`config.mk`:
```
export PLATFORM = sky130hd
export DESIGN_NAME = nmea_sentence_checksum_deframer
export DESIGN_NICKNAME = d
export VERILOG_FILES = /design/src/nmeack_pkg.sv /design/src/nmeack_core.sv /design/src/nmea_sentence_checksum_deframer.sv
export VERILOG_INCLUDE_DIRS = /design/src /design/src/src
export SDC_FILE = /design/constraint.sdc
export NUM_CORES = 1
export LEC_CHECK = 0
export BUFFER_PORTS_ARGS = -buffer_cell sky130_fd_sc_hd__buf_4
export CAP_MARGIN = 0
export CORE_AREA = 2 2 79 81
export CTS_CLUSTER_SIZE = 40
export DETAILED_ROUTE_END_ITERATION = 8
export DIE_AREA = 0 0 81 83
export PLACE_DENSITY = 0.7
export SYNTH_ARGS = -nofsm -noshare
export SYNTH_HDL_FRONTEND = slang
export SYNTH_SLANG_ARGS = --single-unit
```
`constraint.sdc`:
```
create_clock -name clk -period 9.4 [get_ports clk]
set_clock_uncertainty 0.05 [all_clocks]
set_input_delay 1.88 -clock clk [delete_from_list [all_inputs] [get_ports clk]]
set_output_delay 1.88 -clock clk [all_outputs]
set_load 0.01 [all_outputs]
```
`src/assert_macros.svh`:
```
// ----------------------------------------------------------------------------
// assert_macros.svh
// Assertion macros for the RTL, used by nmeack_core. Each expects clk and rst in scope.
// ----------------------------------------------------------------------------
`ifndef ASSERT_MACROS_SVH
`define ASSERT_MACROS_SVH

// Check a property on every clock edge outside reset.
`define CHK_CLK(lbl, prop, msg) \
  lbl: assert property (@(posedge clk) disable iff (rst) prop) else $error(msg);

// Check a property on every clock edge, reset included.
`define CHK_CLK_ALWAYS(lbl, prop, msg) \
  lbl: assert property (@(posedge clk) prop) else $error(msg);

`endif

```
`src/nmeack_pkg.sv`:
```
`timescale 1ns / 1ps
// ----------------------------------------------------------------------------
// nmeack_pkg
// Types, character codes and the hex digit decoder for the sentence deframer.
// ----------------------------------------------------------------------------
package nmeack_pkg;

  localparam logic [7:0] CH_START = 8'h24;  // '$'
  localparam logic [7:0] CH_STAR  = 8'h2A;  // '*'
  localparam logic [7:0] CH_ZERO  = 8'h30;  // '0'
  localparam logic [7:0] CH_NINE  = 8'h39;  // '9'
  localparam logic [7:0] CH_UPA   = 8'h41;  // 'A'
  localparam logic [7:0] CH_LOWA  = 8'h61;  // 'a'
  localparam logic [7:0] CH_LOWZ  = 8'h7A;  // 'z'
  localparam logic [7:0] CASE_GAP = 8'h20;
  localparam logic [7:0] HEX_TEN  = 8'd10;

  localparam int TDATA_W = 32;

  typedef enum logic [1:0] {
    PH_HUNT = 2'd0,
    PH_BODY = 2'd1,
    PH_HI   = 2'd2,
    PH_LO   = 2'd3
  } phase_t;

  typedef enum logic {
    KIND_BODY    = 1'b0,
    KIND_VERDICT = 1'b1
  } kind_t;

  typedef struct packed {
    logic       valid;
    kind_t      kind;
    logic [7:0] body_byte;
    logic       checksum_ok;
    logic [7:0] computed_sum;
    logic [7:0] received_sum;
  } result_t;

  // Digit value of a hex character; non-digits are upper-cased and wrap mod 256.
  function automatic logic [7:0] hex_value(input logic [7:0] b);
    logic [7:0] c;
    c = b;
    if (b >= CH_LOWA && b <= CH_LOWZ) begin
      c = b - CASE_GAP;
    end
    if (b >= CH_ZERO && b <= CH_NINE) begin
      hex_value = b - CH_ZERO;
    end else begin
      hex_value = c - CH_UPA + HEX_TEN;
    end
  endfunction

endpackage

```
`src/nmeack_core.sv`:
```
`timescale 1ns / 1ps
// ----------------------------------------------------------------------------
// nmeack_core
// Sentence state machine: phase, running XOR and high digit, plus the result
// that each byte produces.
// ----------------------------------------------------------------------------
module nmeack_core (
  input  logic                 clk,
  input  logic                 rst,
  input  logic                 step,
  input  logic [7:0]           rx_byte,
  output nmeack_pkg::result_t  res
);
  import nmeack_pkg::*;

  phase_t     phase;
  phase_t     phase_next;
  logic [7:0] running_xor;
  logic [7:0] running_xor_next;
  logic [3:0] high_nibble;
  logic [3:0] high_nibble_next;
  logic [7:0] digit;
  logic [7:0] body_xor;
  logic [7:0] rx_sum;

  assign digit    = hex_value(rx_byte);
  assign body_xor = running_xor ^ rx_byte;
  assign rx_sum   = {high_nibble, 4'b0000} + digit;

  // Next state
  always_comb begin
    phase_next       = phase;
    running_xor_next = running_xor;
    high_nibble_next = high_nibble;
    case (phase)
      PH_HUNT: begin
        if (rx_byte == CH_START) begin
          phase_next       = PH_BODY;
          running_xor_next = '0;
        end
      end
      PH_BODY: begin
        if (rx_byte == CH_STAR) begin
          phase_next = PH_HI;
        end else begin
          running_xor_next = body_xor;
        end
      end
      PH_HI: begin
        high_nibble_next = digit[3:0];
        phase_next       = PH_LO;
      end
      PH_LO: begin
        phase_next = PH_HUNT;
      end
      default: begin
        phase_next = PH_HUNT;
      end
    endcase
  end

  // Result for the byte at hand
  always_comb begin
    res = '0;
    case (phase)
      PH_BODY: begin
        if (rx_byte != CH_STAR) begin
          res.valid        = 1'b1;
          res.kind         = KIND_BODY;
          res.body_byte    = rx_byte;
          res.computed_sum = body_xor;
        end
      end
      PH_LO: begin
        res.valid        = 1'b1;
        res.kind         = KIND_VERDICT;
        res.checksum_ok  = (rx_sum == running_xor);
        res.computed_sum = running_xor;
        res.received_sum = rx_sum;
      end
      default: begin
        res = '0;
      end
    endcase
  end

  always_ff @(posedge clk) begin
    if (rst) begin
      phase       <= PH_HUNT;
      running_xor <= '0;
      high_nibble <= '0;
    end else if (step) begin
      phase       <= phase_next;
      running_xor <= running_xor_next;
      high_nibble <= high_nibble_next;
    end
  end

`include "assert_macros.svh"

  `CHK_CLK(a_start_clears, step && phase == PH_HUNT && rx_byte == CH_START |=> running_xor == 8'h00 && phase == PH_BODY, "start byte did not clear the sum")
  `CHK_CLK(a_body_xor, step && phase == PH_BODY && rx_byte != CH_STAR |=> running_xor == $past(body_xor) && phase == PH_BODY, "body byte not folded into sum")
  `CHK_CLK(a_verdict_ends, step && phase == PH_LO |=> phase == PH_HUNT && $stable(running_xor), "verdict did not return to hunting")
  `CHK_CLK_ALWAYS(a_reset_hunt, rst |=> phase == PH_HUNT && running_xor == 8'h00, "reset left sentence state")

endmodule

```
`src/nmea_sentence_checksum_deframer.sv`:
```
`timescale 1ns / 1ps
// ----------------------------------------------------------------------------
// nmea_sentence_checksum_deframer
// Hunts for '$', forwards sentence body bytes with a running XOR and reports
// one checksum verdict after the two hex digits that follow '*'.
// ----------------------------------------------------------------------------
//  channel  | dir | tdata                                   | tuser
//  s_axis   | in  | [7:0] rx_byte                           | -
//  m_axis   | out | [7:0] body_byte, [8] checksum_ok,       | kind
//           |     | [16:9] computed_sum, [24:17] received_sum, rest zero |
//
// One beat per cycle sustained while m_axis does not stall; each byte passes
// through the input register and then the output register before its result
// beat is presented. rst (synchronous) returns to hunting with a zero sum and
// empties both registers. A stall on m_axis holds the output register and
// backs up into the input register; s_axis keeps taking beats as long as the
// input register can move on.
// ----------------------------------------------------------------------------
module nmea_sentence_checksum_deframer (
  input  logic                               clk,
  input  logic                               rst,
  input  logic                               s_axis_tvalid,
  output logic                               s_axis_tready,
  input  logic [7:0]                         s_axis_tdata,   // [7:0] rx_byte
  output logic                               m_axis_tvalid,
  input  logic                               m_axis_tready,
  output logic [nmeack_pkg::TDATA_W-1:0]     m_axis_tdata,   // body_byte, checksum_ok,
                                                             // computed_sum, received_sum
  output logic                               m_axis_tuser    // kind
);
  import nmeack_pkg::*;

  logic       in_valid;
  logic [7:0] in_byte;
  logic       advance;
  result_t    res;
  result_t    out_res;
  logic       out_valid;

  // Move the held byte into the state machine when the output side has room.
  assign advance       = in_valid && (!out_valid || m_axis_tready);
  assign s_axis_tready = !in_valid || advance;

  always_ff @(posedge clk) begin
    if (rst) begin
      in_valid <= 1'b0;
    end else if (s_axis_tready) begin
      in_valid <= s_axis_tvalid;
    end
  end

  always_ff @(posedge clk) begin
    if (s_axis_tvalid && s_axis_tready) begin
      in_byte <= s_axis_tdata;
    end
  end

  nmeack_core u_core (
    .clk     (clk),
    .rst     (rst),
    .step    (advance),
    .rx_byte (in_byte),
    .res     (res)
  );

  always_ff @(posedge clk) begin
    if (rst) begin
      out_valid <= 1'b0;
    end else if (advance) begin
      out_valid <= res.valid;
    end else if (m_axis_tready) begin
      out_valid <= 1'b0;
    end
  end

  always_ff @(posedge clk) begin
    if (advance && res.valid) begin
      out_res <= res;
    end
  end

  assign m_axis_tvalid = out_valid;
  assign m_axis_tuser  = out_res.kind;
  assign m_axis_tdata  = {{(TDATA_W - 25){1'b0}}, out_res.received_sum,
                          out_res.computed_sum, out_res.checksum_ok, out_res.body_byte};

endmodule

```
==> results by group, run 1 <==
Status
  – Run status: complete, no violations

Layout
  – N_diodes: 0
  – Share of layout cells above drive strength 1: between 10% and 20%
  – Cell area after layout: 3256 sq um
  – Number of fill cells: approximately 540
  – Final #Nets: about 330
  – Non-filler cells, final: 380
  – Area of the multi-input gates: 1354 sq um
  – Sequential standard cell area: roughly 1300 sq um
  – P&R area growth vs syn: 14.37%

Global routing
  – Initial antenna violation count: 0
  – Total GRT Usage: 18.02%
  – Vias in the first global route: between 1500 and 2000
  – First-pass GRT wire length: 9335 um
  – Largest net degree at the start of global routing: 27
  – Grt total ovfl: 0

Synth
  – Post-synth ARST share: 0%
  – Synthesized area: approximately 2800 sq um
  – Synth unique cells: 53
  – Synth Flop Type: edfxtp_1
  – Synth top area share: 35.87%
  – Post-synthesis sequential area ratio: roughly 47%
  – Cell taking the most area after synthesis: edfxtp_1
  – Avg Inst Size Synth: 10.54 sq um
  – EDFF count, synth: 34
  – Post-synthesis register bit count: 50
  – Synth Instances: 270
  – Synthesis Warnings: 0
  – Area contributors post-synth: edfxtp_1 36%, dfxtp_1 11%, ha_1 7.0%, a21oi_1 3.5%, nor2_1 3.3%

Timing
  – Post-layout min period: between 4000 and 5000 ps
  – Tcrit/Tclk final: between 40% and 50%
  – Fmax: 233.2 MHz
  – Final Hold Fails: 0
  – Max-slew violations: 0
  – Measured slew at the worst slew-check pin: 945.6 ps
  – Final setup fails: 0
  – Rel. slew slack: 36.96%
  – RSZ-0062 raised after global routing: false
  – Setup TNS: 0 ps

Floorplanning
  – Rows: 28
  – Die X: 81 um
  – Core Area: a little under 6000 sq um
  – Die footprint: 6723 sq um
  – Io pins: 47
  – Initial core utilization: between 40% and 50%
  – Die Y: just over 80 um

Placed design
  – Buffers on Ports: 39
  – DP HPWL: 4136 um
  – Gpl congestion: roughly 0.9
  – Post-placement cell count: ~370
  – Post-DP Area: 3146 sq um

Clock network
  – Clk sinks: 50
  – Clock latency on the worst-skew pair: 300 ps
  – Root Buffer Master: clkbuf_8
  – # H-tree levels: 2
  – CTS Hold Buffers Added: 0
  – CTS tree: built
  – Clk slew on worst S/H paths: approximately 80 ps
  – Num CTS Buffers: 5
  – Clock Tree Buf Depth: 2
  – Setup bufs post-CTS: 0
  – Cts repair resizes: 0

Setup path
  – Worst EP required: between 7000 and 8000 ps
  – Worst R2R Setup Slack: roughly 5300 ps
  – Crit-path max FO: 3
  – Critical Path Start Type: primary input
  – Most used cell, CP: buf_4
  – Worst path max stage delay: 190 ps
  – Critical Path Sink Type: primary output
  – R2R depth: 14
  – Crit-path cells: buf_4 > nand3b_1 > buf_4
  – Critical Setup Path Class: primary input to primary output
  – Critical Path AT: between 2000 and 2500 ps
  – Slowest CP cell: nand3b_1

Routing
  – Drt pass-1 iters: 4
  – Final wirelength: 5582 um
  – Antenna-violating nets left: 0
  – Avg Vias per Cell: approximately 5.4
  – Wire per inst: 14.69 um
  – Remaining DRCs: 0
  – Routed vias: about 2000
  – Initial DRC Count: 157

Pwr
  – Pwr Density: 131.6 nW/um^2
  – Design Power: 0.4284 mW
  – Static leakage: 1.213 nW
  – Peak supply drop: 0.07289 mV

Job
  – Max Cap Viol: 0

Min path
  – Hold/Removal Path Class: flop to flop
  – Hold path depth: 2
-- stage by stage --
step	utilization, %	setup slack, ps	hold slack, ps
after floorplan	-	5382	420.8
after global placement	54.09	5156	440.9
after detailed placement	54.09	5115	444.2
after CTS	55.98	5108	466.0
after global routing	55.98	4952	496.3
final	55.98	5112	465.0
-- worst max-delay path, delay by kind of cell --
family	cells	cell delay, ps
simple gates	1	190
buf+inv	2	280
-- cell type report --
class,instances,area share [%]
Clock buffer,6,2.229
Clock inverter,2,1.153
Inverter,15,1.729
Multi-Input combinational cell,192,41.58
Sequential cell,50,41.20
Tap cell,75,2.882
Timing Repair Buffer,40,9.224
-- Yosys cell counts (all sizes together), types with 2 or more instances --
| cell type | instances |
|---|---|
| and2 | 6 |
| nor2 | 25 |
| nand3b | 8 |
| clkbuf | 5 |
| or3b | 2 |
| xnor2 | 9 |
| a21oi | 22 |
| a211oi | 2 |
| nand3 | 2 |
| or4 | 3 |
| edfxtp | 34 |
| a21o | 2 |
| xor2 | 5 |
| nor3 | 4 |
| mux2i | 6 |
| buf | 14 |
| nand2b | 2 |
| o21a | 7 |
| a31oi | 3 |
| ha | 16 |
| inv | 15 |
| dfxtp | 16 |
| o211ai | 7 |
| o21ai | 12 |
| o31ai | 4 |
| nor2b | 2 |
| nand2 | 18 |
| a2bb2oi | 2 |
-- registers in the layout (all words and copies together), names as in the netlist --
signal              cells
m_axis_tdata           25
in_byte                 8
u_core.running_xor      8
u_core.high_nibble      4
u_core.phase            2
in_valid                1
m_axis_tuser            1
m_axis_tvalid           1
-- power breakdown --
group          switching (mW)  internal, mW  leakage (nW)
logic                  0.0215        0.0161         0.740
clock network          0.0704        0.0795        0.0514
registers             0.00584         0.235         0.422
total                  0.0977         0.331          1.21
-- layer usage --
metal	wire length (um)	part of all wire, %	vias to the layer above	global-route usage, %
met5	0	0	-	0
met4	97	1.7	0	5.393
met3	377	6.8	8	3.261
met2	2615	47	73	27.42
met1	2491	45	932	26.06
li1	-	-	1022	-
-- path summary, 6_finish.rpt --
kind	start	to
setup / recovery	m_axis_tready	s_axis_tready
hold / removal	u_core.high_nibble[2]$_SDFFE_PP0P_	u_core.high_nibble[2]$_SDFFE_PP0P_
setup reg to reg	in_byte[0]$_DFFE_PP_	m_axis_tdata[8]$_SDFFCE_PN0P_
hold reg to reg	u_core.high_nibble[2]$_SDFFE_PP0P_	u_core.high_nibble[2]$_SDFFE_PP0P_
-- layout by cell type (no fill, tap or decap), drive strengths merged, types with 5 or more instances in the layout --
cell | synthesis | layout
buf | 14 | 40
edfxtp | 34 | 34
nor2 | 25 | 25
a21oi | 22 | 22
nand2 | 18 | 18
ha | 16 | 16
dfxtp | 16 | 16
inv | 15 | 15
o21ai | 12 | 12
xnor2 | 9 | 9
nand3b | 8 | 8
o211ai | 7 | 7
o21a | 7 | 7
conb | 1 | 7
mux2i | 6 | 6
and2 | 6 | 6
clkbuf | 5 | 6
xor2 | 5 | 5
-- cells by family after synthesis --
group,synth area share [%]
simple gates,13.80
compound gates,18.15
flops,47.12
buf+inv,6.242
fa+ha+maj,7.736
xor+xnor,4.308
mux,2.506
other cells,0.1317
(Power assumes the default switching activity.)
==> run 2, diff against run 1 <==
--- a/config.mk
+++ b/config.mk
@@ -12,7 +12,7 @@
 export CTS_CLUSTER_SIZE = 40
 export DETAILED_ROUTE_END_ITERATION = 8
 export DIE_AREA = 0 0 81 83
-export PLACE_DENSITY = 0.7
+export PLACE_DENSITY = 0.73
 export SYNTH_ARGS = -nofsm -noshare
 export SYNTH_HDL_FRONTEND = slang
 export SYNTH_SLANG_ARGS = --single-unit
==> constraint.sdc (replaced) <==
create_clock -name clk -period 3.6 [get_ports clk]
set_clock_uncertainty 0.05 [all_clocks]
set_input_delay 0.72 -clock clk [delete_from_list [all_inputs] [get_ports clk]]
set_output_delay 0.72 -clock clk [all_outputs]
set_load 0.01 [all_outputs]
==> run 2 against run 1 <==
Effect of this change: cell area rose by 7.0%; sequential share of layout area fell by 2.7 points; first-iteration DRC count rose by 32%; global-route usage rose by 0.84 points; register-to-register slack got worse by 5200 ps; largest power group unchanged; highest routed layer unchanged.
==> results by group, run 2 (same netlist as run 1, synthesis figures left out) <==
Status
  – Run status: complete, no violations

Job
  – Max Cap Viol: 0

Clock network
  – Root Buffer Master: clkbuf_8
  – CTS tree: built
  – Num CTS Buffers: 5
  – Clock latency on the worst-skew pair: 300 ps
  – Clk sinks: 50
  – Clk slew on worst S/H paths: 90 ps
  – # H-tree levels: 2
  – Clock Tree Buf Depth: 2
  – CTS Hold Buffers Added: 0

Pwr
  – Combinational share of power: 13.1%
  – Peak supply drop: 0.1923 mV
  – Design Power: 1.087 mW
  – Pwr Density: 312.2 nW/um^2
  – Clk pwr share: around 30%
  – Pint: 0.8130 mW
  – Static leakage: ~1.3 nW
  – Flop pwr share: 56.9%
  – Switch Pwr: approximately 0.27 mW
  – Switching share of power: around a quarter

Floorplanning
  – Io pins: 47
  – Die Y: between 80 and 90 um
  – Initial core utilization: 48.95%
  – Die footprint: between 6000 and 7000 sq um
  – Core Area: 5816 sq um
  – Die X: 81 um
  – Rows: 28

Global routing
  – Grt total ovfl: 0
  – First-pass GRT wire length: between 9000 and 10000 um
  – Initial antenna violation count: 0
  – Largest net degree at the start of global routing: 27
  – Vias in the first global route: 2021
  – Total GRT Usage: 18.86%

Layout
  – Sequential standard cell area: ~1300 sq um
  – Share of layout cells above drive strength 1: around 30%
  – Final #Nets: around 360
  – N_diodes: 0
  – Number of fill cells: 495
  – Cell area after layout: 3482 sq um
  – P&R area growth vs syn: 22.33%
  – Max FFs per register: 25
  – Area of the multi-input gates: 1433 sq um
  – Final core occ: 59.88%
  – Most frequent cells in the layout: 62 x buf_4, 34 x edfxtp_1, 25 x nor2_1, 17 x nand2_1
  – Most common cell after layout, fill and taps aside: buf_4

Setup path
  – Worst EP required: ~3700 ps
  – Setup crit start: in_byte[0]$_DFFE_PP_
  – Critical Path Sink Type: flop
  – Critical Setup Path Class: flop to flop
  – Crit-path max FO: 3
  – Critical Path Start Type: flop
  – Worst r2r src: in_byte[0]$_DFFE_PP_
  – Critical Path AT: 3660 ps

Timing
  – Final setup fails: 0
  – RSZ-0062 raised after global routing: true
  – Post-layout min period: 3567 ps
  – Rel. slew slack: a little under half
  – Measured slew at the worst slew-check pin: 792.9 ps
  – WHS: 469.8 ps
  – Max-slew violations: 0
  – Fmax: 280.4 MHz
  – Setup TNS: 0 ps
  – Final Hold Fails: 0
  – Tcrit/Tclk final: just under 100%

Routing
  – Wire per inst: 15.60 um
  – Routed vias: 2218
  – Drt pass-1 iters: 5
  – Initial DRC Count: 208
  – Avg Vias per Cell: between 5 and 6
  – Final wirelength: 6271 um
  – Antenna-violating nets left: 0
  – Remaining DRCs: 0

Placed design
  – Gpl congestion: 0.9336
  – Post-DP Area: 3324 sq um
  – DP HPWL: 4528 um
  – Buffers on Ports: 39

Min path
  – Hold/Removal Path Class: flop to flop
  – Hold_sp: u_core.running_xor[1]$_SDFFE_PP0P_
==> run 2: changes by cell type in the layout (fill, tap and decap cells not counted), sizes merged <==
cell	previous run	this run
buf	40	62
bufinv	1	0
clkbuf	6	5
clkinv	0	2
==> run 2: worst paths after layout <==
| kind | slack, ps | cells past startpoint | to |
|---|---|---|---|
| worst max register to register | 30 | 14 | m_axis_tdata[8]$_SDFFCE_PN0P_ |
| worst min-delay path | 470 | 2 | u_core.running_xor[1]$_SDFFE_PP0P_ |
| worst min register to register | 470 | 2 | u_core.running_xor[1]$_SDFFE_PP0P_ |
| worst max-delay path | 30 | 14 | m_axis_tdata[8]$_SDFFCE_PN0P_ |
==> run 2: final cells by class <==
class                           instances  share of cell area [%]
Sequential cell                        50                   38.52
Tap cell                               75                   2.695
Timing Repair Buffer                   62                   13.37
Clock buffer                            5                   1.976
Multi-Input combinational cell        192                   41.14
Clock inverter                          3                  0.6109
Inverter                               15                   1.689
==> run 2: timing repair <==
action                                  4_1_cts  5_1_grt
pin swaps                                     2        9
endpoints found under the hold margin         0        0
endpoints found under the setup margin        1        1
setup buffers                                 1        0
gates resized for setup                       8        4
==> run 2: metal layers <==
metal  wire, um  GRT usage [%]  vias to the layer above
met5          0              0                        -
met4         75          5.085                        0
met3        343          2.717                        8
met2       3152          31.56                       87
met1       2699          25.28                     1054
li1           -              -                     1069
==> run 2: critical path, stage by stage (launching register included) <==
cell and delay (ps):
edfxtp_1 460, ha_2 230, or4b_4 500, nand2_4 90
a21oi_2 70, buf_4 140, o31ai_2 180, a2bb2oi_1 90
a21oi_1 140, ha_1 300, xor2_2 210, xor2_1 170
nand4_1 110, or4_1 490, a211oi_2 160
==> run 2: stage by stage <==
step                cells  worst slack (ps)
floorplan             276             17.10
global placement      393            -6.839
detailed placement    393            -111.2
CTS                   402             13.07
global route          402            -155.8
finish                402             33.04
==> run 2: power groups by stage <==
stage          clock network, mW  logic, mW  registers, mW
6_report                   0.326      0.143          0.619
3_3_place_gp                   0      0.127          0.631
2_1_floorplan                  0     0.0890          0.633
3_5_place_dp                   0      0.130          0.632
4_1_cts                    0.332      0.137          0.619
5_1_grt                    0.358      0.153          0.619
==> run 3, diff against run 2 <==
--- a/config.mk
+++ b/config.mk
@@ -13,6 +13,7 @@
 export DETAILED_ROUTE_END_ITERATION = 8
 export DIE_AREA = 0 0 81 83
 export PLACE_DENSITY = 0.73
+export RECOVER_POWER = 50
 export SYNTH_ARGS = -nofsm -noshare
 export SYNTH_HDL_FRONTEND = slang
 export SYNTH_SLANG_ARGS = --single-unit
==> run 3 against run 2 <==
Effect of this change: critical path type unchanged; sequential power hardly changed; clock power hardly changed; cell count stayed put; die area stayed put; critical path depth stayed put; combinational power hardly changed; sequential cell count stayed put; via count is 0.45% higher; count of clock-buffer cells in the layout stayed put; largest power group unchanged; critical endpoint unchanged; first-iteration DRC count is 7.7% lower; maximum frequency hardly changed.
==> results by group, run 3 (same netlist as run 1, synthesis figures left out) <==
Status
  – Run status: complete, no violations

Clock network
  – Num CTS Buffers: 5
  – Clock Tree Buf Depth: 2
  – CTS Hold Buffers Added: 0
  – CTS tree: built
  – Clock latency on the worst-skew pair: 300 ps
  – Clk slew on worst S/H paths: ~90 ps
  – Clk sinks: 50
  – # H-tree levels: 2
  – Root Buffer Master: clkbuf_8

Routing
  – Initial DRC Count: 192
  – Wire per inst: 15.58 um
  – Antenna-violating nets left: 0
  – Drt pass-1 iters: 5
  – Routed vias: 2228
  – Final wirelength: 6262 um
  – Remaining DRCs: 0
  – Avg Vias per Cell: 5.542

Layout
  – Max FFs per register: 25
  – Final #Nets: 355
  – Number of fill cells: between 500 and 600
  – P&R area growth vs syn: 18.07%
  – Most frequent cells in the layout: 34 x edfxtp_1, 28 x clkbuf_1, 25 x nor2_1, 25 x buf_4, 17 x nand2_1
  – Most common cell after layout, fill and taps aside: edfxtp_1
  – Sequential standard cell area: 1341 sq um
  – Area of the multi-input gates: 1416 sq um
  – Share of layout cells above drive strength 1: 20.49%
  – N_diodes: 0

Pwr
  – Pwr Density: 323.1 nW/um^2
  – Design Power: 1.086 mW
  – Peak supply drop: 0.1920 mV
  – Static leakage: 1.230 nW

Setup path
  – Crit-path max FO: 3
  – Critical Path AT: 3660 ps
  – Critical Path Start Type: flop
  – Critical Path Sink Type: flop
  – Critical Setup Path Class: flop to flop
  – Worst EP required: 3690 ps

Floorplanning
  – Rows: 28
  – Core Area: 5816 sq um
  – Die X: around 81 um
  – Io pins: 47
  – Initial core utilization: 48.95%
  – Die Y: 83 um
  – Die footprint: 6723 sq um

Timing
  – RSZ-0062 raised after global routing: true
  – Post-layout min period: 3565 ps
  – Rel. slew slack: a little under a third
  – Final setup fails: 0
  – Fmax: 280.5 MHz
  – Setup TNS: 0 ps
  – Final Hold Fails: 0
  – Setup ws final: between 30 and 40 ps
  – Measured slew at the worst slew-check pin: 1035 ps
  – WHS: approximately 470 ps
  – Max-slew violations: 0
  – Tcrit/Tclk final: 99.04%

Placed design
  – Pre-CTS WS: -111.2 ps
  – Gpl congestion: roughly 0.93
  – DP HPWL: 4528 um
  – Buffers on Ports: 39

Global routing
  – Vias in the first global route: 2021
  – Largest net degree at the start of global routing: 27
  – Total GRT Usage: 18.86%
  – Grt total ovfl: 0
  – First-pass GRT wire length: around 10000 um
  – Initial antenna violation count: 0

Job
  – Max Cap Viol: 0

Min path
  – Hold/Removal Path Class: flop to flop
-- run 3: changes by cell type in the layout (fill, tap and decap cells not counted), sizes merged --
cell and change:
clkbuf +37, buf -37
-- run 3: metrics by stage --
step           cells  instance area [sq um]  utilization (%)
5_1_grt          402                   3361            57.79
2_1_floorplan    276                   2900                -
4_1_cts          402                   3458            59.47
3_5_place_dp     393                   3324            57.16
6_report         402                   3361            57.79
3_3_place_gp     393                   3324            57.16
-- run 3: power breakdown --
group / internal [mW] / leakage, nW / switching (mW)
Combinational: 0.0618 / 0.764 / 0.0788
Sequential: 0.614 / 0.422 / 0.00497
Clock: 0.137 / 0.0441 / 0.190
Total: 0.812 / 1.23 / 0.274
-- run 3: worst max-delay path: stages (launching register included) --
cell and delay, ps:
edfxtp_1 460, ha_2 230, or4b_4 500, nand2_4 90, a21oi_2 70, buf_4 140, o31ai_2 180, a2bb2oi_1 90
a21oi_1 140, ha_1 300, xor2_2 220, xor2_1 170, nand4_1 110, or4_1 490, a211oi_2 160
-- run 3: what timing repair did --
item | 4_1_cts | 5_1_grt
buffers inserted | 1 | 0
pin swaps | 2 | 9
gates resized for setup | 8 | 4
endpoints found under the setup margin | 1 | 1
-- run 3: cell type report --
| type | instances | area share, % |
|---|---|---|
| multi-input cells | 192 | 42.14 |
| flip-flops and latches | 50 | 39.91 |
| repair buffers | 62 | 10.72 |
| well taps | 75 | 2.792 |
| clock buffers | 5 | 2.048 |
| inverters | 15 | 1.750 |
| clock inverters | 3 | 0.6329 |
-- run 3: per-layer routing --
layer / vias to the layer above / part of all wire, % / GRT usage [%]
met4: 0 / 1.5 / 5.085
met1: 1067 / 45 / 25.28
met2: 84 / 49 / 31.56
met3: 10 / 4.9 / 2.717
li1: 1067 / - / -
met5: - / 0 / 0
-- run 3: path summary, 6_finish.rpt --
kind / start / endpoint / slack, ps / cells past startpoint
worst max-delay path: in_byte[0]$_DFFE_PP_ / m_axis_tdata[8]$_SDFFCE_PN0P_ / 30 / 14
worst min-delay path: u_core.high_nibble[2]$_SDFFE_PP0P_ / u_core.high_nibble[2]$_SDFFE_PP0P_ / 470 / 2
worst max register to register: in_byte[0]$_DFFE_PP_ / m_axis_tdata[8]$_SDFFCE_PN0P_ / 30 / 14
worst min register to register: u_core.high_nibble[2]$_SDFFE_PP0P_ / u_core.high_nibble[2]$_SDFFE_PP0P_ / 470 / 2
